[config.mk]
export PLATFORM = sky130hd
export DESIGN_NAME = tga_rle_image_decoder_unit
export DESIGN_NICKNAME = d
export VERILOG_FILES = /design/src/rtl/tga_pkg.sv /design/src/rtl/tga_parser.sv /design/src/rtl/tga_queue.sv /design/src/rtl/tga_out_stage.sv /design/src/rtl/tga_rle_image_decoder_unit.sv
export SDC_FILE = /design/constraint.sdc
export NUM_CORES = 1
export LEC_CHECK = 0
export ABC_AREA = 1
export BUFFER_PORTS_ARGS = -buffer_cell sky130_fd_sc_hd__buf_2
export CAP_MARGIN = 20
export CORE_UTILIZATION = 40
export CTS_CLUSTER_SIZE = 8
export DETAILED_ROUTE_END_ITERATION = 12
export PLACE_DENSITY = 0.63
export SYNTH_ARGS = -nofsm -noshare
export SYNTH_HDL_FRONTEND = slang
export SYNTH_SLANG_ARGS = --single-unit
[constraint.sdc]
create_clock -name clk -period 13.8 [get_ports clk]
set_input_delay 0.69 -clock clk [delete_from_list [all_inputs] [get_ports clk]]
set_output_delay 0.69 -clock clk [all_outputs]
set_load 0.01 [all_outputs]
[src/rtl/tga_pkg.sv]
// Shared types and constants of the TGA RLE decoder.
// No dependencies; imported by every module of the block.
package tga_pkg;

  // Result kinds
  localparam logic [1:0] KIND_HEADER = 2'd0;
  localparam logic [1:0] KIND_RUN    = 2'd1;
  localparam logic [1:0] KIND_ERROR  = 2'd2;

  // Error codes
  localparam logic [1:0] ERR_NONE      = 2'd0;
  localparam logic [1:0] ERR_SIGNATURE = 2'd1;
  localparam logic [1:0] ERR_HEADER    = 2'd2;
  localparam logic [1:0] ERR_OVERRUN   = 2'd3;

  // Signature: 12 bytes, all zero except the image type byte
  localparam logic [3:0] SIG_TYPE_POS   = 4'd2;
  localparam logic [3:0] SIG_LAST_POS   = 4'd11;
  localparam logic [3:0] SIG_LEN        = 4'd12;
  localparam logic [7:0] SIG_PLAIN_TYPE = 8'd2;
  localparam logic [7:0] SIG_RLE_TYPE   = 8'd10;

  // Signature kind bits: bit0 uncompressed still possible, bit1 RLE still possible
  localparam logic [1:0] SK_BOTH  = 2'b11;
  localparam logic [1:0] SK_PLAIN = 2'b01;
  localparam logic [1:0] SK_RLE   = 2'b10;
  localparam logic [1:0] SK_NONE  = 2'b00;

  // Header byte positions (counted from file start)
  localparam logic [4:0] HDR_WIDTH_LO  = 5'd12;
  localparam logic [4:0] HDR_WIDTH_HI  = 5'd13;
  localparam logic [4:0] HDR_HEIGHT_LO = 5'd14;
  localparam logic [4:0] HDR_HEIGHT_HI = 5'd15;
  localparam logic [4:0] HDR_DEPTH     = 5'd16;
  localparam logic [4:0] HDR_DESC      = 5'd17;

  localparam logic [7:0] BPP_24 = 8'd24;
  localparam logic [7:0] BPP_32 = 8'd32;

  // RLE packet header: below this is a raw packet
  localparam logic [7:0] PKT_REPEAT_FLAG = 8'd128;
  localparam logic [7:0] PKT_REPEAT_BIAS = 8'd127;

  typedef struct packed {
    logic [7:0] data_byte;
    logic       start_of_file;
  } tga_in_t;

  typedef struct packed {
    logic [1:0]  kind;
    logic [15:0] image_width;
    logic [15:0] image_height;
    logic        has_alpha;
    logic        is_compressed;
    logic [7:0]  red;
    logic [7:0]  green;
    logic [7:0]  blue;
    logic [7:0]  alpha;
    logic [7:0]  repeat_count;
    logic [1:0]  error_code;
    logic        last;
  } tga_out_t;

  // Raw event from the parser; color holds the stored bytes B,G,R,A in slots 0..3
  typedef struct packed {
    logic [1:0]      kind;
    logic [15:0]     image_width;
    logic [15:0]     image_height;
    logic            has_alpha;
    logic            is_compressed;
    logic [3:0][7:0] color;
    logic [7:0]      count;
    logic [1:0]      error_code;
    logic            last;
  } tga_evt_t;

endpackage

[src/rtl/tga_parser.sv]
// Front end: takes file bytes, runs the signature/header/packet parser and
// produces at most one raw event per byte. Depends on tga_pkg.
module tga_parser import tga_pkg::*; #(
  parameter int PIXEL_COUNT_BITS = 32
) (
  input  logic     clk,
  input  logic     rst,
  input  logic     src_valid,
  input  tga_in_t  src_data,
  output logic     src_stall,
  input  logic     q_full,
  output logic     evt_push,
  output tga_evt_t evt
);

  localparam int PC = PIXEL_COUNT_BITS;

  typedef enum logic [2:0] {
    PH_SIG, PH_HDR, PH_PKT, PH_COLOR, PH_DONE, PH_ERR
  } phase_t;

  phase_t          phase, phase_next;
  logic [4:0]      hdr_idx, hdr_idx_next;
  logic [1:0]      sig_kind, sig_kind_next;
  logic [15:0]     width_reg, width_next;
  logic [15:0]     height_reg, height_next;
  logic            alpha_mode, alpha_next;
  logic [PC-1:0]   pixels_left, pixels_next;
  logic [7:0]      packet_left, packet_next;
  logic            packet_rep, packet_rep_next;
  logic [1:0]      color_idx, color_idx_next;
  logic [7:0]      color_bytes [4];
  logic [7:0]      color_next [4];

  // state as seen by this byte (start_of_file restarts the parser first)
  phase_t          eff_phase;
  logic [4:0]      eff_hdr_idx;
  logic [1:0]      eff_sig_kind;
  logic [15:0]     eff_width, eff_height;
  logic            eff_alpha;
  logic [PC-1:0]   eff_pixels;

  logic [7:0]      b;
  logic            sof;
  logic            accept;
  logic [31:0]     product;
  logic            overflow;
  logic            hdr_bad;
  logic [7:0]      exp_plain, exp_rle;
  logic [1:0]      cidx_inc;
  logic            pixel_done;
  logic [PC-1:0]   run_len;

  logic            emit;
  logic [1:0]      e_kind, e_err;
  logic [7:0]      e_cnt;
  logic            e_last;

  assign b         = src_data.data_byte;
  assign sof       = src_data.start_of_file;
  assign src_stall = q_full;
  assign accept    = src_valid && !src_stall;
  assign evt_push  = accept && emit;

  assign eff_phase    = sof ? PH_SIG  : phase;
  assign eff_hdr_idx  = sof ? 5'd0    : hdr_idx;
  assign eff_sig_kind = sof ? SK_BOTH : sig_kind;
  assign eff_width    = sof ? 16'd0   : width_reg;
  assign eff_height   = sof ? 16'd0   : height_reg;
  assign eff_alpha    = sof ? 1'b0    : alpha_mode;
  assign eff_pixels   = sof ? '0      : pixels_left;

  // pixel count check, only used at the depth byte where both dims are registered
  assign product = width_reg * height_reg;
  always_comb begin
    if (PC < 32) begin
      overflow = (product >> PC) != 32'd0;
    end else begin
      overflow = 1'b0;
    end
  end
  assign hdr_bad = (width_reg == 16'd0) || (height_reg == 16'd0) ||
                   ((b != BPP_24) && (b != BPP_32)) || overflow;

  assign exp_plain = (eff_hdr_idx[3:0] == SIG_TYPE_POS) ? SIG_PLAIN_TYPE : 8'd0;
  assign exp_rle   = (eff_hdr_idx[3:0] == SIG_TYPE_POS) ? SIG_RLE_TYPE   : 8'd0;

  assign cidx_inc   = color_idx + 2'd1;
  // 24 bpp ends after slot 2, 32 bpp after slot 3
  assign pixel_done = (cidx_inc == 2'd0) || (!alpha_mode && (cidx_inc == 2'd3));
  assign run_len    = {{(PC-8){1'b0}}, packet_left};

  always_comb begin
    phase_next      = eff_phase;
    hdr_idx_next    = eff_hdr_idx;
    sig_kind_next   = eff_sig_kind;
    width_next      = eff_width;
    height_next     = eff_height;
    alpha_next      = eff_alpha;
    pixels_next     = eff_pixels;
    packet_next     = sof ? 8'd0 : packet_left;
    packet_rep_next = sof ? 1'b0 : packet_rep;
    color_idx_next  = sof ? 2'd0 : color_idx;
    for (int k = 0; k < 4; k++) begin
      color_next[k] = color_bytes[k];
    end
    emit   = 1'b0;
    e_kind = KIND_HEADER;
    e_err  = ERR_NONE;
    e_cnt  = 8'd0;
    e_last = 1'b0;

    case (eff_phase)
      PH_SIG: begin
        if (eff_hdr_idx[3:0] < SIG_LEN) begin
          if (b != exp_plain) sig_kind_next[0] = 1'b0;
          if (b != exp_rle)   sig_kind_next[1] = 1'b0;
        end
        hdr_idx_next = eff_hdr_idx + 5'd1;
        if (eff_hdr_idx[3:0] >= SIG_LAST_POS) begin
          if (sig_kind_next == SK_NONE) begin
            phase_next = PH_ERR;
            emit       = 1'b1;
            e_kind     = KIND_ERROR;
            e_err      = ERR_SIGNATURE;
          end else begin
            phase_next   = PH_HDR;
            hdr_idx_next = HDR_WIDTH_LO;
          end
        end
      end
      PH_HDR: begin
        case (hdr_idx)
          HDR_WIDTH_LO: begin
            width_next   = {8'd0, b};
            hdr_idx_next = hdr_idx + 5'd1;
          end
          HDR_WIDTH_HI: begin
            width_next   = {b, width_reg[7:0]};
            hdr_idx_next = hdr_idx + 5'd1;
          end
          HDR_HEIGHT_LO: begin
            height_next  = {8'd0, b};
            hdr_idx_next = hdr_idx + 5'd1;
          end
          HDR_HEIGHT_HI: begin
            height_next  = {b, height_reg[7:0]};
            hdr_idx_next = hdr_idx + 5'd1;
          end
          HDR_DEPTH: begin
            hdr_idx_next = HDR_DESC;
            emit         = 1'b1;
            if (hdr_bad) begin
              phase_next = PH_ERR;
              e_kind     = KIND_ERROR;
              e_err      = ERR_HEADER;
            end else begin
              alpha_next  = (b == BPP_32);
              pixels_next = product[PC-1:0];
              e_kind      = KIND_HEADER;
            end
          end
          default: begin
            // descriptor byte is skipped; pixel data follows
            color_idx_next  = 2'd0;
            packet_rep_next = 1'b0;
            packet_next     = 8'd0;
            phase_next      = (sig_kind == SK_RLE) ? PH_PKT : PH_COLOR;
          end
        endcase
      end
      PH_PKT: begin
        if (b < PKT_REPEAT_FLAG) begin
          packet_rep_next = 1'b0;
          packet_next     = b + 8'd1;
        end else begin
          packet_rep_next = 1'b1;
          packet_next     = b - PKT_REPEAT_BIAS;
        end
        color_idx_next = 2'd0;
        phase_next     = PH_COLOR;
      end
      PH_COLOR: begin
        color_next[color_idx] = b;
        if (!pixel_done) begin
          color_idx_next = cidx_inc;
        end else begin
          color_idx_next = 2'd0;
          emit           = 1'b1;
          e_kind         = KIND_RUN;
          e_cnt          = 8'd1;
          if (sig_kind != SK_RLE) begin
            pixels_next = pixels_left - 1'b1;
            if (pixels_next == '0) begin
              phase_next = PH_DONE;
              e_last     = 1'b1;
            end
          end else if (packet_rep) begin
            if (run_len > pixels_left) begin
              phase_next = PH_ERR;
              e_kind     = KIND_ERROR;
              e_err      = ERR_OVERRUN;
              e_cnt      = 8'd0;
            end else begin
              pixels_next = pixels_left - run_len;
              packet_next = 8'd0;
              e_cnt       = packet_left;
              if (pixels_next == '0) begin
                phase_next = PH_DONE;
                e_last     = 1'b1;
              end else begin
                phase_next = PH_PKT;
              end
            end
          end else if (pixels_left == '0) begin
            phase_next = PH_ERR;
            e_kind     = KIND_ERROR;
            e_err      = ERR_OVERRUN;
            e_cnt      = 8'd0;
          end else begin
            pixels_next = pixels_left - 1'b1;
            packet_next = packet_left - 8'd1;
            // last is flagged only when the packet ends with the image
            if (packet_next == 8'd0) begin
              if (pixels_next == '0) begin
                phase_next = PH_DONE;
                e_last     = 1'b1;
              end else begin
                phase_next = PH_PKT;
              end
            end
          end
        end
      end
      default: begin
        // done or error: bytes are dropped until the next start of file
      end
    endcase

    evt.kind          = e_kind;
    evt.image_width   = width_next;
    evt.image_height  = height_next;
    evt.has_alpha     = alpha_next;
    evt.is_compressed = (sig_kind_next == SK_RLE);
    for (int k = 0; k < 4; k++) begin
      evt.color[k] = color_next[k];
    end
    evt.count      = e_cnt;
    evt.error_code = e_err;
    evt.last       = e_last;
  end

  always_ff @(posedge clk) begin
    if (rst) begin
      phase       <= PH_SIG;
      hdr_idx     <= 5'd0;
      sig_kind    <= SK_BOTH;
      width_reg   <= 16'd0;
      height_reg  <= 16'd0;
      alpha_mode  <= 1'b0;
      pixels_left <= '0;
      packet_left <= 8'd0;
      packet_rep  <= 1'b0;
      color_idx   <= 2'd0;
    end else if (accept) begin
      phase       <= phase_next;
      hdr_idx     <= hdr_idx_next;
      sig_kind    <= sig_kind_next;
      width_reg   <= width_next;
      height_reg  <= height_next;
      alpha_mode  <= alpha_next;
      pixels_left <= pixels_next;
      packet_left <= packet_next;
      packet_rep  <= packet_rep_next;
      color_idx   <= color_idx_next;
    end
  end

  // pixel byte store, written only in the color phase
  always_ff @(posedge clk) begin
    if (accept) begin
      for (int k = 0; k < 4; k++) begin
        color_bytes[k] <= color_next[k];
      end
    end
  end

endmodule

[src/rtl/tga_queue.sv]
// Two-entry event queue between the parser and the output stage.
// Depends on tga_pkg for the event type.
module tga_queue import tga_pkg::*; (
  input  logic     clk,
  input  logic     rst,
  input  logic     push,
  input  tga_evt_t push_data,
  output logic     full,
  input  logic     pop,
  output tga_evt_t pop_data,
  output logic     empty
);

  localparam int DEPTH = 2;
  localparam int AW    = $clog2(DEPTH);

  tga_evt_t        mem [DEPTH];
  logic [AW-1:0]   wr_ptr, rd_ptr;
  logic [AW:0]     count;

  assign full     = (count == (AW+1)'(DEPTH));
  assign empty    = (count == '0);
  assign pop_data = mem[rd_ptr];

  always_ff @(posedge clk) begin
    if (rst) begin
      wr_ptr <= '0;
      rd_ptr <= '0;
      count  <= '0;
    end else begin
      if (push) wr_ptr <= wr_ptr + 1'b1;
      if (pop)  rd_ptr <= rd_ptr + 1'b1;
      case ({push, pop})
        2'b10:   count <= count + 1'b1;
        2'b01:   count <= count - 1'b1;
        default: count <= count;
      endcase
    end
  end

  always_ff @(posedge clk) begin
    if (push) mem[wr_ptr] <= push_data;
  end

endmodule

[src/rtl/tga_out_stage.sv]
// Back end: pops raw events, maps stored bytes to color channels and holds
// the result register. Depends on tga_pkg.
module tga_out_stage import tga_pkg::*; (
  input  logic     clk,
  input  logic     rst,
  input  logic     q_empty,
  input  tga_evt_t q_data,
  output logic     q_pop,
  output logic     res_valid,
  input  logic     res_stall,
  output tga_out_t res_data
);

  logic     take;
  logic     is_run;
  tga_out_t fmt;

  assign take   = !res_valid || !res_stall;
  assign q_pop  = take && !q_empty;
  assign is_run = (q_data.kind == KIND_RUN);

  // stored order is B,G,R,A; channels are zero outside pixel runs
  always_comb begin
    fmt.kind          = q_data.kind;
    fmt.image_width   = q_data.image_width;
    fmt.image_height  = q_data.image_height;
    fmt.has_alpha     = q_data.has_alpha;
    fmt.is_compressed = q_data.is_compressed;
    fmt.red           = is_run ? q_data.color[2] : 8'd0;
    fmt.green         = is_run ? q_data.color[1] : 8'd0;
    fmt.blue          = is_run ? q_data.color[0] : 8'd0;
    fmt.alpha         = (is_run && q_data.has_alpha) ? q_data.color[3] : 8'd0;
    fmt.repeat_count  = q_data.count;
    fmt.error_code    = q_data.error_code;
    fmt.last          = q_data.last;
  end

  always_ff @(posedge clk) begin
    if (rst) begin
      res_valid <= 1'b0;
    end else if (take) begin
      res_valid <= !q_empty;
    end
  end

  always_ff @(posedge clk) begin
    if (q_pop) res_data <= fmt;
  end

endmodule

[src/rtl/tga_rle_image_decoder_unit.sv]
// Top level of the TGA RLE decoder (24/32 bpp).
// Depends on tga_pkg, tga_parser, tga_queue and tga_out_stage.
//
// Usage:
//   src channel: one file byte per beat (data_byte, start_of_file). A beat
//     with start_of_file set restarts the parser before that byte is parsed.
//   res channel: header, pixel-run and error results, at most one per byte.
//   Both channels: a beat moves when valid is high and stall is low.
// Throughput: one byte per cycle, sustained, while res_stall stays low.
//   The parser derives its whole new state from the current byte.
// Result path: an accepted byte's event is written into the queue and then
//   loaded from there into the result register, which raises res_valid.
// Receiver stall: the result register holds its beat; the queue absorbs two
//   more results, then src_stall rises (it follows the queue fill only).
//   Bytes that produce no result still need a free queue slot to be taken.
// Reset (rst, synchronous): parser back to signature search, queue and
//   result register emptied. No memory sweep; the block takes bytes at once.
// After an error or the last run, bytes are dropped silently until a beat
//   with start_of_file arrives.
module tga_rle_image_decoder_unit import tga_pkg::*; #(
  parameter int PIXEL_COUNT_BITS = 32
) (
  input  logic     clk,
  input  logic     rst,
  input  logic     src_valid,
  output logic     src_stall,
  input  tga_in_t  src_data,
  output logic     res_valid,
  input  logic     res_stall,
  output tga_out_t res_data
);

  logic     q_full, q_empty, q_push, q_pop;
  tga_evt_t q_wdata, q_rdata;

  // front: byte parser
  tga_parser #(
    .PIXEL_COUNT_BITS(PIXEL_COUNT_BITS)
  ) u_parser (
    .clk       (clk),
    .rst       (rst),
    .src_valid (src_valid),
    .src_data  (src_data),
    .src_stall (src_stall),
    .q_full    (q_full),
    .evt_push  (q_push),
    .evt       (q_wdata)
  );

  // decoupling queue
  tga_queue u_queue (
    .clk       (clk),
    .rst       (rst),
    .push      (q_push),
    .push_data (q_wdata),
    .full      (q_full),
    .pop       (q_pop),
    .pop_data  (q_rdata),
    .empty     (q_empty)
  );

  // back: channel mapping and result register
  tga_out_stage u_out (
    .clk       (clk),
    .rst       (rst),
    .q_empty   (q_empty),
    .q_data    (q_rdata),
    .q_pop     (q_pop),
    .res_valid (res_valid),
    .res_stall (res_stall),
    .res_data  (res_data)
  );

endmodule

-- Word level (Yosys, flattened, before mapping)
Memories as Yosys holds them, arrays and structs flattened. A register that Yosys moved wholly into a read port is not among the register bits.
Cells that the tools add are included.
- register bits after elaboration: 170
- bits in writable memories: 190
- input port bits: 13
- output and inout port bits: 81
- memories kept: 2
- memories (memory ; depth ; width ; read ports ; clocked after Yosys merged registers in ; write ports ; line ; text):
    u_queue.mem ; 2 ; 79 ; 1 ; 1 ; 1 ; tga_queue.sv:17 ; tga_evt_t mem [DEPTH];
    u_parser.color_bytes ; 4 ; 8 ; 4 ; 0 ; 4 ; tga_parser.sv:32 ; logic [7:0] color_bytes [4];
- add/sub/neg operators: 12
- multiply operators: 1
- $lt $le $gt $ge: 6
- eq/ne operators: 22
- mux-type cells: 114
- bitwise logic cells: 1
- reductions and logical operators: 29
- operators with widths (kind ; number):
    32-bit two-way mux ; 9
    8-bit two-way mux ; 14
    32-bit zero test ; 3
    16-bit two-way mux ; 4
    16-bit one-hot mux with 2 select lines ; 2
    32-bit one-hot mux with 2 select lines ; 1
    2-bit two-way mux ; 23
    3-bit two-way mux ; 13
    32-bit bitwise mux ; 1
    8-bit by 32-bit greater-than comparator with 1-bit output ; 1
    16-bit zero test ; 2
    16-bit by 16-bit multiplier with 32-bit output ; 1
    32-bit by 1-bit subtractor with 32-bit output, second input constant ; 1
    32-bit by 8-bit subtractor with 32-bit output ; 1
    1-bit two-way mux ; 31
    8-bit one-hot mux with 3 select lines ; 1
    5-bit by 4-bit equality test with 1-bit output, second input constant ; 4
    5-bit one-hot mux with 2 select lines ; 2
    2-bit one-hot mux with 3 select lines ; 3
    8-bit demux with 2-bit select ; 1
    8-bit != test ; 2
    5-bit two-way mux ; 3
    3-bit one-hot mux with 4 select lines ; 1
    5-bit by 1-bit adder with 5-bit output, second input constant ; 2
    36 further kinds ; 59

-- Depth between registers and ports, before layout
Gate-level depths: netlist (run 1).
- depth in word-level cells: 14
- mapped depth: 29
- mapped depth without buffers: 27

-- Cells and area by module
A second synthesis (run 1) with hierarchy kept.
- cell total of the unflattened synthesis: 3198
- area total of the unflattened synthesis: 27387.5 µm²
- by module, submodules not included (module ; instances ; cells each ; area each (µm²) ; sequential area each (µm²)):
    tga_parser ; 1 ; 2767 ; 18755.5 ; 2682.6
    tga_queue ; 1 ; 279 ; 5960.7 ; 4844.6
    tga_out_stage ; 1 ; 152 ; 2671.3 ; 2392.3

-- Worst setup path before layout (run 1)
No wires, ideal clock.
- path type: input -> register
- start: input port src_data[0] (netlist name)
- end: memory u_queue.mem[1][0] (netlist name), enable pin
- setup time: 518 ps
- data arrival time: 5588 ps
- path slack: 7694 ps
- cell stages on the path: 15
- buffers on the path: 2
- path through: buf_2 -> clkbuf_1 -> nor2_1 -> inv_1 -> ha_1 -> nand3_1 -> o211ai_1 -> a21oi_1 -> nand2_1 -> nand2_1 -> nand2_1 -> nand3_1 -> nand3_1 -> nand2_1 -> nor2_1
- word-level cells in the longest chain between the ends: 14
- RTL lines (item ; line ; text):
    start: declaration ; tga_rle_image_decoder_unit.sv:27 ; input tga_in_t src_data,
    5-bit two-way mux ; tga_parser.sv:66 ; assign eff_hdr_idx = sof ? 5'd0 : hdr_idx;
    4-bit by 2-bit equality test with 1-bit output ; tga_parser.sv:85, tga_parser.sv:86 ;
    2-bit two-way mux / 4-bit two-way mux (equally long branches) ; tga_parser.sv:85, tga_parser.sv:86 ;
    8-bit != test (on tied branches) ; tga_parser.sv:116, tga_parser.sv:117 ;
    1-bit two-way mux (on tied branches) ; tga_parser.sv:116, tga_parser.sv:117 ;
    2-bit two-way mux ; tga_parser.sv:115 ; if (eff_hdr_idx[3:0] < SIG_LEN) begin
    2-bit two-way mux ; tga_parser.sv:113 ; case (eff_phase)
    2-bit zero test ; tga_parser.sv:121 ; if (sig_kind_next == SK_NONE) begin
    1-bit two-way mux ; tga_parser.sv:121 ;
    1-bit two-way mux ; tga_parser.sv:120 ; if (eff_hdr_idx[3:0] >= SIG_LAST_POS) begin
    1-bit one-hot mux with 3 select lines (*) ; tga_parser.sv:113 ;
    1-bit logical AND (*) ; tga_parser.sv:63 ; assign evt_push = accept && emit;
    1-bit two-way mux (*) ; tga_queue.sv:42 ; if (push) mem[wr_ptr] <= push_data;
    1-bit two-way mux (not written as such) (*) ; tga_queue.sv:42 ;
    end: declaration ; tga_queue.sv:17 ;
Every way passes the cells marked *; elsewhere a longest branch is shown, timed or not. The select of a mux whose other input is x is not followed.

-- Final worst setup path (run 1)
- start: register u_parser.width_reg[14]
- end: register u_parser.pixels_left[28]
- word-level cells in the longest chain between the ends: 6
- RTL lines (item ; line ; text):
    start: declaration ; tga_parser.sv:25 ; logic [15:0] width_reg, width_next;
    start signal: assignment ; tga_parser.sv:269 ; width_reg <= width_next;
    parallel branches: the longest is 3 deep, another holds 16-bit by 16-bit multiplier with 32-bit output ; n/a ;
    32-bit two-way mux (*) ; tga_parser.sv:153 ; if (hdr_bad) begin
    32-bit two-way mux (*) ; tga_parser.sv:133 ; case (hdr_idx)
    32-bit one-hot mux with 2 select lines (*) ; tga_parser.sv:113 ;
    end signal: assignment ; tga_parser.sv:272 ; pixels_left <= pixels_next;
    end: declaration ; tga_parser.sv:28 ; logic [PC-1:0] pixels_left, pixels_next;
Every way passes the cells marked *.
A chain may end at the register's enable or synchronous reset.

==> impl_metrics.json, run 1 <==
{
  "outcome": "finished, final reports clean",
  "hold_path_end": "u_out.res_valid",
  "ys_async_sr_fraction": 0,
  "achievable-frequency_mhz": 156,
  "crit_family": "adder cells",
  "wl_per_cell_um": 17.8,
  "io_pins": 94,
  "hp-start": "res_stall",
  "ir_drop_mv": 0.0918,
  "grt_remaining_overflow": 0,
  "p_sw_uw": 1410,
  "synth_top_family_by_area": "adder cells",
  "cts_root_buf": "clkbuf_16",
  "hold_viol": 0,
  "final_cell_count_no_fill": 4260,
  "synthFlopType": "edfxtp_1",
  "crit_slowest_cell": "dfxtp_1",
  "drtIter0Drc": 1881,
  "antenna_found_initial": 0,
  "h-tree-depth": 2,
  "max_stage_delay_ns": 0.91,
  "min_period_ns": 6.40,
  "worstMarginPinSlew_ns": 0.955,
  "rows": 95,
  "routabilityCongestion": 1.01,
  "max_cap_violations": 0,
  "fin_crit_sh": 0.464,
  "drive_gt1_frac": 0.0647,
  "ys_seq_area_frac": 0.366,
  "firstDrtPassIters": 7,
  "timing.rr.start": "u_parser.width_reg[14]",
  "power_density_nw_per_um2": 128,
  "die_h_um": 262,
  "path_clk_slew_ns": 0.05,
  "core_region_area_um2": 67000,
  "p_clk_frac": 0.307,
  "synth-seq-cells": 361,
  "synth-simple-area-share": 0.202,
  "largest_register": "u_queue.mem",
  "num_vias": 22300,
  "fin_tns_setup_ns": 0,
  "rrSetupSlack_ns": 7.40,
  "pwr-share-seq": 0.381,
  "required_ns": 14.34,
  "clock_sinks": 361,
  "syn_area_per_cell_um2": 8.14,
  "synth.distinct_cells": 58,
  "synth_compound_area_frac": 0.109,
  "fin_hold_ws_ns": 0.416,
  "min_delay_path_depth": 3,
  "cts.path.max_buffers": 3,
  "timing.rr.end": "u_parser.pixels_left[28]",
  "synthAdderAreaFrac": 0.205,
  "rr_worst_depth": 22,
  "yosys.area_share.xor_xnor": 0.0116,
  "fin_nets": 3685,
  "slew_headroom": 0.361,
  "die_x_um": 262,
  "swShare": 0.371,
  "grt_pass1_wl_mm": 120,
  "initial_utilization": 0.404,
  "drc_errors": 0,
  "grt_max_degree": 93,
  "hold_class": "primary input to flip-flop",
  "internal-power_uw": 2400,
  "placedCellCount": 4165,
  "finClkSkew_ns": 0.0580,
  "largest_reg_flops": 158,
  "syn_to_final_growth_pct": 9.90,
  "postCtsHoldBufs": 0,
  "viasPerCell": 5.24,
  "crit_chain": "nand2_1 -> fa_1 -> fa_1 -> inv_1 -> fa_1 -> fa_1 -> fa_1 -> inv_1 -> fa_1 -> inv_1 -> ha_1 -> nand4_1 -> nor3_1 -> nand4_1 -> nand3_1 -> a21o_1 -> a31oi_1 -> nand2_1 -> nand2_1 -> nor2_1 -> nor2_1 -> nor2_1",
  "fillCellCount": 6602,
  "ctsResizeCount": 0,
  "wl_mm": 75.8,
  "tritoncts": "done",
  "muxShareOfSynthArea": 0.000416,
  "netlist_area_um2": 27100,
  "slew_viol_final": 0,
  "synthCells": 3324,
  "utilization": 0.444,
  "layout_commonest_cell": "nand2_1",
  "setup_viol": 0,
  "dp.final_hpwl_mm": 56.3,
  "rsz0062_at_grt": "no",
  "numCtsBuffers": 51,
  "top_regs": "u_queue.mem: 158 flops, u_out.res_data: 79 flops",
  "startpoint_type": "flip-flop",
  "grt_pass1_vias": 21300,
  "path_class": "flip-flop to flip-flop",
  "die_area_um2": 68700,
  "total_power_uw": 3810,
  "synth-edff-count": 269,
  "grt_usage": 0.224,
  "p_leak_uw": 0.0141,
  "cpMostUsedCell": "fa_1",
  "layout_common_cells": "nand2_1 (909), inv_1 (590), edfxtp_1 (269)",
  "yosys_warnings": 0,
  "synth_fp_nets": 3663,
  "crit_path_end_kind": "flip-flop",
  "post-cts-setup-buffers": 0,
  "diodes": 0,
  "clk_latency_ns": 0.61,
  "io_buffers": 93,
  "arrival_ns": 6.94,
  "combPwrFrac": 0.312,
  "critPathMaxFanout": 18,
  "critPathBufInv": 3,
  "ant_nets": 0
}
cells by family after synthesis:
logic type / count (synthesis)
fa+ha+maj: 326
mux: 1
compound gates: 522
xor+xnor: 36
flops: 361
buf+inv: 747
simple gates: 1331
metal layers:
metal / GRT usage / part of all wire
met1: 0.309 / 0.43
met2: 0.372 / 0.48
met4: 0.0613 / 0.026
met5: 0 / 0
met3: 0.0245 / 0.064
per-stage QoR:
stage | setup slack [ns] | area [um2]
floorplan | 7.69 | 27100
global placement | 7.44 | 28200
detailed placement | 7.45 | 28200
CTS | 7.49 | 29700
global route | 6.98 | 29800
finish | 7.40 | 29800
synthesized netlist by cell type (all sizes together) (2+ instances only):
master | n | area [um2]
clkbuf | 106 | 398
o22ai | 45 | 282
o211ai | 23 | 173
a21o | 7 | 52.6
a22oi | 3 | 22.5
a21oi | 180 | 912
o21ai | 202 | 1010
o311ai | 5 | 43.8
buf | 38 | 186
fa | 195 | 3900
xor2 | 26 | 228
nand3b | 5 | 37.5
o21bai | 2 | 15.0
clkinv | 6 | 22.5
nand3 | 115 | 581
xnor2 | 10 | 87.6
o21a | 4 | 30.0
a211oi | 2 | 20.0
nor3 | 29 | 145
inv | 597 | 2240
nand4 | 39 | 244
nand2 | 916 | 3460
a221oi | 4 | 35.0
and2 | 4 | 25.0
a31oi | 19 | 119
a41oi | 3 | 26.3
edfxtp | 269 | 8080
o2111ai | 6 | 52.6
or2 | 4 | 25.0
o221ai | 10 | 87.6
ha | 131 | 1640
nor2 | 204 | 865
nor4 | 14 | 87.6
dfxtp | 92 | 1840
worst max path at each step:
| stage | start | to | slack, ns | depth (start not counted) |
|---|---|---|---|---|
| after floorplan | src_data[0] | u_queue.mem[1][0] | 7.69 | 15 |
| after global placement | u_parser.width_reg[7] | u_parser.pixels_left[28] | 7.44 | 24 |
| after detailed placement | u_parser.width_reg[7] | u_parser.pixels_left[25] | 7.45 | 25 |
| after CTS | u_parser.width_reg[7] | u_parser.pixels_left[28] | 7.49 | 24 |
| after global routing | u_parser.width_reg[7] | u_parser.pixels_left[25] | 6.98 | 25 |
| final | u_parser.width_reg[14] | u_parser.pixels_left[28] | 7.40 | 22 |
worst min-delay path, stage by stage:
cell     delay [ns]
buf_2          0.09
nand2_1        0.09
a21oi_1        0.07
power by group through the flow:
stage               combinational (uW)  sequential (uW)  clock (uW)
finish                            1190             1450        1170
global route                      1350             1470        1240
CTS                               1190             1450        1190
detailed placement                1190             1470           0
global placement                  1180             1470           0
floorplan                          825             1430           0
area by class of cell:
class | instances | area, um2 | share of cell area
Clock buffer | 90 | 1430 | 0.0482
Clock inverter | 4 | 71.3 | 0.00240
Inverter | 603 | 2260 | 0.0761
Multi-Input combinational cell | 2216 | 14300 | 0.482
Sequential cell | 361 | 9920 | 0.333
Tap cell | 873 | 1090 | 0.0367
Timing Repair Buffer | 113 | 641 | 0.0215
Note: power is estimated with default switching activity, not from simulation.
==> inputs of run 2 (changes only) <==
Settings changed: ABC_AREA 1 to 0, PLACE_DENSITY 0.63 to 0.66.
Clock period 13.8 ns to 5.15 ns, I/O delays scaled along.
==> impl_metrics.json, run 2 <==
{
  "crit_family": "adder cells",
  "yosysTopAreaCell": "edfxtp_1",
  "ant_nets": 0,
  "cts.path.max_buffers": 3,
  "ir_drop_mv": 0.228,
  "hold_viol": 0,
  "cpMostUsedCell": "fa_1",
  "syn_area_per_cell_um2": 9.97,
  "die_h_um": 259,
  "netlist_area_um2": 26400,
  "synth-seq-cells": 361,
  "min_period_ns": 5.65,
  "min_delay_path_depth": 2,
  "max_cap_violations": 0,
  "layout_common_cells": "edfxtp_1 (269), inv_1 (264), nand2_1 (256)",
  "rr_worst_depth": 22,
  "grt_pass1_vias": 21600,
  "io_pins": 94,
  "drive_gt1_frac": 0.207,
  "ys_seq_area_frac": 0.376,
  "utilization": 0.480,
  "use_met1": 0.309,
  "routabilityCongestion": 1.01,
  "timing.rr.end": "u_parser.pixels_left[28]",
  "synthFlopType": "edfxtp_1",
  "arrival_ns": 6.15,
  "num_vias": 21300,
  "combPwrFrac": 0.159,
  "ys_async_sr_fraction": 0,
  "p_leak_uw": 0.0127,
  "cts_root_buf": "clkbuf_16",
  "yosys_warnings": 0,
  "failed_checks": "negative setup slack",
  "outcome": "complete, but fails checks",
  "wl_per_cell_um": 20.7,
  "rows": 93,
  "use_met3": 0.0319,
  "clock_sinks": 361,
  "yosys.area.top_type_share": 0.306,
  "dp.final_hpwl_mm": 57.6,
  "synthTopCellsByCount": "inv_1 (277), edfxtp_1 (269), nand2_1 (259)",
  "required_ns": 5.65,
  "slew_viol_final": 0,
  "antenna_found_initial": 0,
  "swShare": 0.276,
  "grt_usage": 0.230,
  "viasPerCell": 5.68,
  "numCtsBuffers": 51,
  "drtIter0Drc": 2195,
  "timing.rr.start": "u_parser.width_reg[7]",
  "fin_nets": 3186,
  "p_clk_frac": 0.402,
  "largest_register": "u_queue.mem",
  "hp-start": "rst",
  "h-tree-depth": 2,
  "core_region_area_um2": 64800,
  "clk_latency_ns": 0.60,
  "rrSetupSlack_ns": -0.50,
  "internal-power_uw": 5640,
  "critPathMaxFanout": 4,
  "tritoncts": "done",
  "grt_max_degree": 60,
  "pre_cts_ws_ns": -0.665,
  "drc_errors": 0,
  "finClkSkew_ns": 0.0229,
  "path_class": "flip-flop to flip-flop",
  "syn_to_final_growth_pct": 18.1,
  "initial_utilization": 0.407,
  "path_clk_slew_ns": 0.05,
  "layout_commonest_cell": "edfxtp_1",
  "total_power_uw": 7790,
  "firstDrtPassIters": 7,
  "worstMarginPinSlew_ns": 1.12,
  "rsz0062_at_grt": "yes",
  "largest_reg_flops": 158,
  "synthTopCellsByArea": "edfxtp_1 (31%), fa_1 (15%), dfxtp_1 (7.0%)",
  "diodes": 0,
  "p_sw_uw": 2150,
  "die_area_um2": 66900,
  "synthCells": 2645,
  "top_regs": "u_queue.mem: 158 flops, u_out.res_data: 79 flops",
  "max_stage_delay_ns": 0.55,
  "slew_headroom": 0.248,
  "crit_path_end_kind": "flip-flop",
  "wl_mm": 77.6,
  "crit_chain": "buf_6 -> and2_4 -> fa_1 -> inv_2 -> fa_2 -> fa_1 -> fa_1 -> inv_1 -> fa_1 -> inv_1 -> fa_1 -> inv_2 -> ha_4 -> a21o_1 -> a21o_1 -> a21oi_2 -> nor3_2 -> a21oi_2 -> a31o_2 -> a21oi_2 -> xnor2_1 -> o32ai_1",
  "synth_most_common_cell": "inv_1",
  "setup_ws_ns": -0.496,
  "pwr-share-seq": 0.440,
  "synth_fp_nets": 2984,
  "grt_remaining_overflow": 0,
  "startpoint_type": "flip-flop",
  "setup_viol": 22,
  "synth.distinct_cells": 79,
  "fin_crit_sh": 1.10,
  "hold_class": "primary input to flip-flop",
  "critPathBufInv": 5,
  "grt_use_met2": 0.380,
  "io_buffers": 93,
  "synth-edff-count": 269,
  "hold_path_end": "u_parser.pixels_left[28]",
  "power_density_nw_per_um2": 250,
  "die_x_um": 259,
  "busiest_layer": "met2",
  "crit_slowest_cell": "fa_1",
  "path_depth": 22,
  "achievable-frequency_mhz": 177,
  "grt_pass1_wl_mm": 121,
  "fillCellCount": 5803
}
## run 2: changes by cell type in the layout (fill, tap and decap cells not counted), sizes merged, moves of 68 or more
cell,previous run,this run
and2,4,127
o21ai,202,86
a21oi,180,112
nand3,115,44
inv,599,277
mux2,1,71
buf,113,330
nand2,916,259
## run 2: cells by family after synthesis
group / count (synthesis) / synth area share
and+or+nand+nor: 835 / 0.155
AOI/OAI and AO/OA: 483 / 0.124
buffers and inverters: 460 / 0.0662
DFF: 361 / 0.376
adders and majority gates: 326 / 0.210
muxes: 110 / 0.0451
xor gates and xnor gates: 70 / 0.0233
## run 2: routing by layer
| metal | share of wire | wire [um] | vias up |
|---|---|---|---|
| li1 | - | - | 9589 |
| met1 | 0.41 | 32100 | 10600 |
| met2 | 0.48 | 37100 | 906 |
| met3 | 0.077 | 5980 | 162 |
| met4 | 0.031 | 2420 | 0 |
| met5 | 0 | 0 | - |
## run 2: timing repair
action,CTS,global route
gates resized for setup,72,55
endpoints found under the setup margin,22,22
buffers inserted,8,6
pin swaps,50,27
endpoints found under the hold margin,1,0
hold buffers,1,0
## run 2: metrics by stage
stage	hold WS (ns)	cell area, um2	instances	setup TNS (ns)
final	0.0438	31100	3743	-6.94
after global routing	0.0325	31100	3743	-11.30
after CTS	0.00728	30900	3737	-7.64
after detailed placement	0.494	29100	3634	-11.26
after global placement	0.479	29100	3634	-9.60
after floorplan	0.402	26700	2645	-3.69
## run 2: how the worst max path moves through the flow
stage / start / end
final: u_parser.width_reg[7] / u_parser.pixels_left[28]
after global routing: u_parser.width_reg[7] / u_parser.pixels_left[31]
after CTS: u_parser.width_reg[7] / u_parser.pixels_left[29]
after detailed placement: u_parser.width_reg[7] / u_parser.pixels_left[31]
after global placement: u_parser.width_reg[7] / u_parser.pixels_left[31]
after floorplan: u_parser.height_reg[4] / u_parser.pixels_left[31]
## run 2: cell type report
cell class	count	area (um2)	share of cell area
Inverter	278	1040	0.0335
Sequential cell	361	9980	0.321
Timing Repair Buffer	331	2350	0.0756
Clock buffer	90	1420	0.0457
Clock inverter	4	80.1	0.00257
Multi-Input combinational cell	1824	15200	0.488
Tap cell	855	1070	0.0344
## run 2: power groups by stage
stage | clock network (uW) | logic (uW) | registers [uW]
2_1_floorplan | 0 | 770 | 3520
3_3_place_gp | 0 | 1210 | 3480
3_5_place_dp | 0 | 1220 | 3490
4_1_cts | 3180 | 1230 | 3430
5_1_grt | 3300 | 1330 | 3440
6_report | 3130 | 1240 | 3420
==> inputs of run 3 (changes only) <==
Settings changed: CORE_ASPECT_RATIO from default to 0.9.
==> impl_metrics.json, run 3 (synthesized netlist as in run 2, its figures left out) <==
{
  "path_clk_slew_ns": 0.06,
  "tritoncts": "done",
  "initial_utilization": 0.408,
  "clock_sinks": 361,
  "grt_remaining_overflow": 0,
  "pwr-share-seq": 0.438,
  "arrival_ns": 6.10,
  "setup_ws_ns": -0.466,
  "timing.rr.end": "u_parser.pixels_left[24]",
  "slew_viol_final": 0,
  "layout_common_cells": "edfxtp_1 (269), inv_1 (266), nand2_1 (252)",
  "swShare": 0.279,
  "required_ns": 5.64,
  "routabilityCongestion": 0.951,
  "crit_chain": "buf_12 -> buf_6 -> and2_1 -> fa_1 -> inv_1 -> fa_2 -> fa_2 -> fa_1 -> inv_1 -> fa_1 -> inv_2 -> fa_1 -> inv_2 -> ha_4 -> a21o_1 -> a21o_1 -> a21oi_2 -> nor3_2 -> a21oi_2 -> buf_4 -> a41oi_2 -> xor2_1 -> a21oi_1 -> nor2_1",
  "placedCellCount": 3639,
  "timing.rr.start": "u_parser.width_reg[4]",
  "wl_mm": 78.9,
  "largest_register": "u_queue.mem",
  "setup_viol": 22,
  "critPathBufInv": 7,
  "crit_path_end_kind": "flip-flop",
  "achievable-frequency_mhz": 178,
  "crit_family": "adder cells",
  "dp.final_hpwl_mm": 58.0,
  "drive_gt1_frac": 0.217,
  "final_cell_count_no_fill": 3761,
  "antenna_found_initial": 0,
  "clk_latency_ns": 0.61,
  "failed_checks": "negative setup slack",
  "core_region_area_um2": 64600,
  "crit_slowest_cell": "fa_1",
  "die_x_um": 273,
  "wl_per_cell_um": 21.0,
  "grt_usage": 0.236,
  "cts_root_buf": "clkbuf_16",
  "min_delay_path_depth": 3,
  "io_buffers": 93,
  "grt_pass1_vias": 21500,
  "grt_pass1_wl_mm": 123,
  "cts.path.max_buffers": 3,
  "min_period_ns": 5.62,
  "top_regs": "u_queue.mem: 158 flops, u_out.res_data: 79 flops",
  "largest_reg_flops": 158,
  "rr_worst_depth": 24,
  "combPwrFrac": 0.156,
  "fin_nets": 3203,
  "hold_viol": 0,
  "syn_to_final_growth_pct": 19.3,
  "h-tree-depth": 2,
  "critPathMaxFanout": 10,
  "ant_nets": 0,
  "slew_headroom": 0.234,
  "worstMarginPinSlew_ns": 1.15,
  "io_pins": 94,
  "hp-start": "src_data[8]",
  "startpoint_type": "flip-flop",
  "viasPerCell": 5.68,
  "ir_drop_mv": 0.418,
  "outcome": "complete, but fails checks",
  "finClkSkew_ns": 0.0325,
  "numCtsBuffers": 51,
  "cpMostUsedCell": "fa_1",
  "internal-power_uw": 5670,
  "rsz0062_at_grt": "yes",
  "layout_commonest_cell": "edfxtp_1",
  "die_h_um": 246,
  "p_sw_uw": 2190,
  "fin_hold_ws_ns": 0.148,
  "power_density_nw_per_um2": 250,
  "p_leak_uw": 0.0129,
  "firstDrtPassIters": 5,
  "rrSetupSlack_ns": -0.47,
  "die_area_um2": 66900,
  "max_cap_violations": 0,
  "max_stage_delay_ns": 0.55,
  "num_vias": 21400,
  "fin_crit_sh": 1.09,
  "hold_class": "primary input to flip-flop",
  "p_clk_frac": 0.406,
  "path_class": "flip-flop to flip-flop",
  "grt_max_degree": 71,
  "drtIter0Drc": 1997,
  "fin_tns_setup_ns": -6.78,
  "drc_errors": 0,
  "rows": 88,
  "hold_path_end": "u_parser.packet_rep"
}
run 3: per-layer routing:
| layer | up-vias | share of wire | GRT usage |
|---|---|---|---|
| met3 | 153 | 0.079 | 0.0380 |
| met2 | 946 | 0.46 | 0.377 |
| met1 | 10600 | 0.43 | 0.330 |
| met4 | 0 | 0.025 | 0.0651 |
| li1 | 9637 | - | - |
| met5 | - | 0 | 0 |
run 3: how the worst max path moves through the flow:
stage | end | start | cells past startpoint
2_1_floorplan | u_parser.pixels_left[31] | u_parser.height_reg[4] | 24
3_3_place_gp | u_parser.pixels_left[31] | u_parser.width_reg[7] | 22
3_5_place_dp | u_parser.pixels_left[31] | u_parser.width_reg[6] | 21
4_1_cts | u_parser.pixels_left[31] | u_parser.width_reg[4] | 22
5_1_grt | u_parser.pixels_left[18] | u_parser.width_reg[7] | 23
6_report | u_parser.pixels_left[24] | u_parser.width_reg[4] | 24
run 3: power by group through the flow:
| stage | combinational (uW) | clock (uW) | sequential, uW |
|---|---|---|---|
| after floorplan | 770 | 0 | 3520 |
| after global placement | 1200 | 0 | 3500 |
| after detailed placement | 1210 | 0 | 3510 |
| after CTS | 1220 | 3230 | 3450 |
| after global routing | 1320 | 3350 | 3460 |
| final | 1230 | 3190 | 3440 |
run 3: repair_timing:
action,4_1_cts,5_1_grt
pin swaps,64,33
hold buffers,1,0
gates resized for setup,110,47
endpoints found under the setup margin,22,22
gates cloned,0,0
hold endpoints to repair,1,0
buffers inserted,23,5
run 3: final cells by class:
cell class	count	area, um2
Antenna cell	1	2.50
Clock buffer	91	1450
Clock inverter	3	76.3
Fill cell	5789	33200
Inverter	278	1040
Multi-Input combinational cell	1824	15200
Sequential cell	361	10000
Tap cell	855	1070
Timing Repair Buffer	348	2570
run 3: tightest hold or removal path: cells and delay by family:
family                 cells  cell delay [ns]
AOI/OAI and AO/OA          1             0.07
buffers and inverters      1             0.24
and+or+nand+nor            1             0.12
run 3: per-stage QoR:
step | total power (uW) | util | instance area (um2) | setup WS (ns)
3_5_place_dp | 4710 | 0.452 | 29200 | -0.661
4_1_cts | 7890 | 0.484 | 31300 | -0.479
5_1_grt | 8130 | 0.487 | 31400 | -0.676
6_report | 7860 | 0.487 | 31400 | -0.466
3_3_place_gp | 4700 | 0.452 | 29200 | -0.596
2_1_floorplan | 4290 | - | 26700 | -0.394
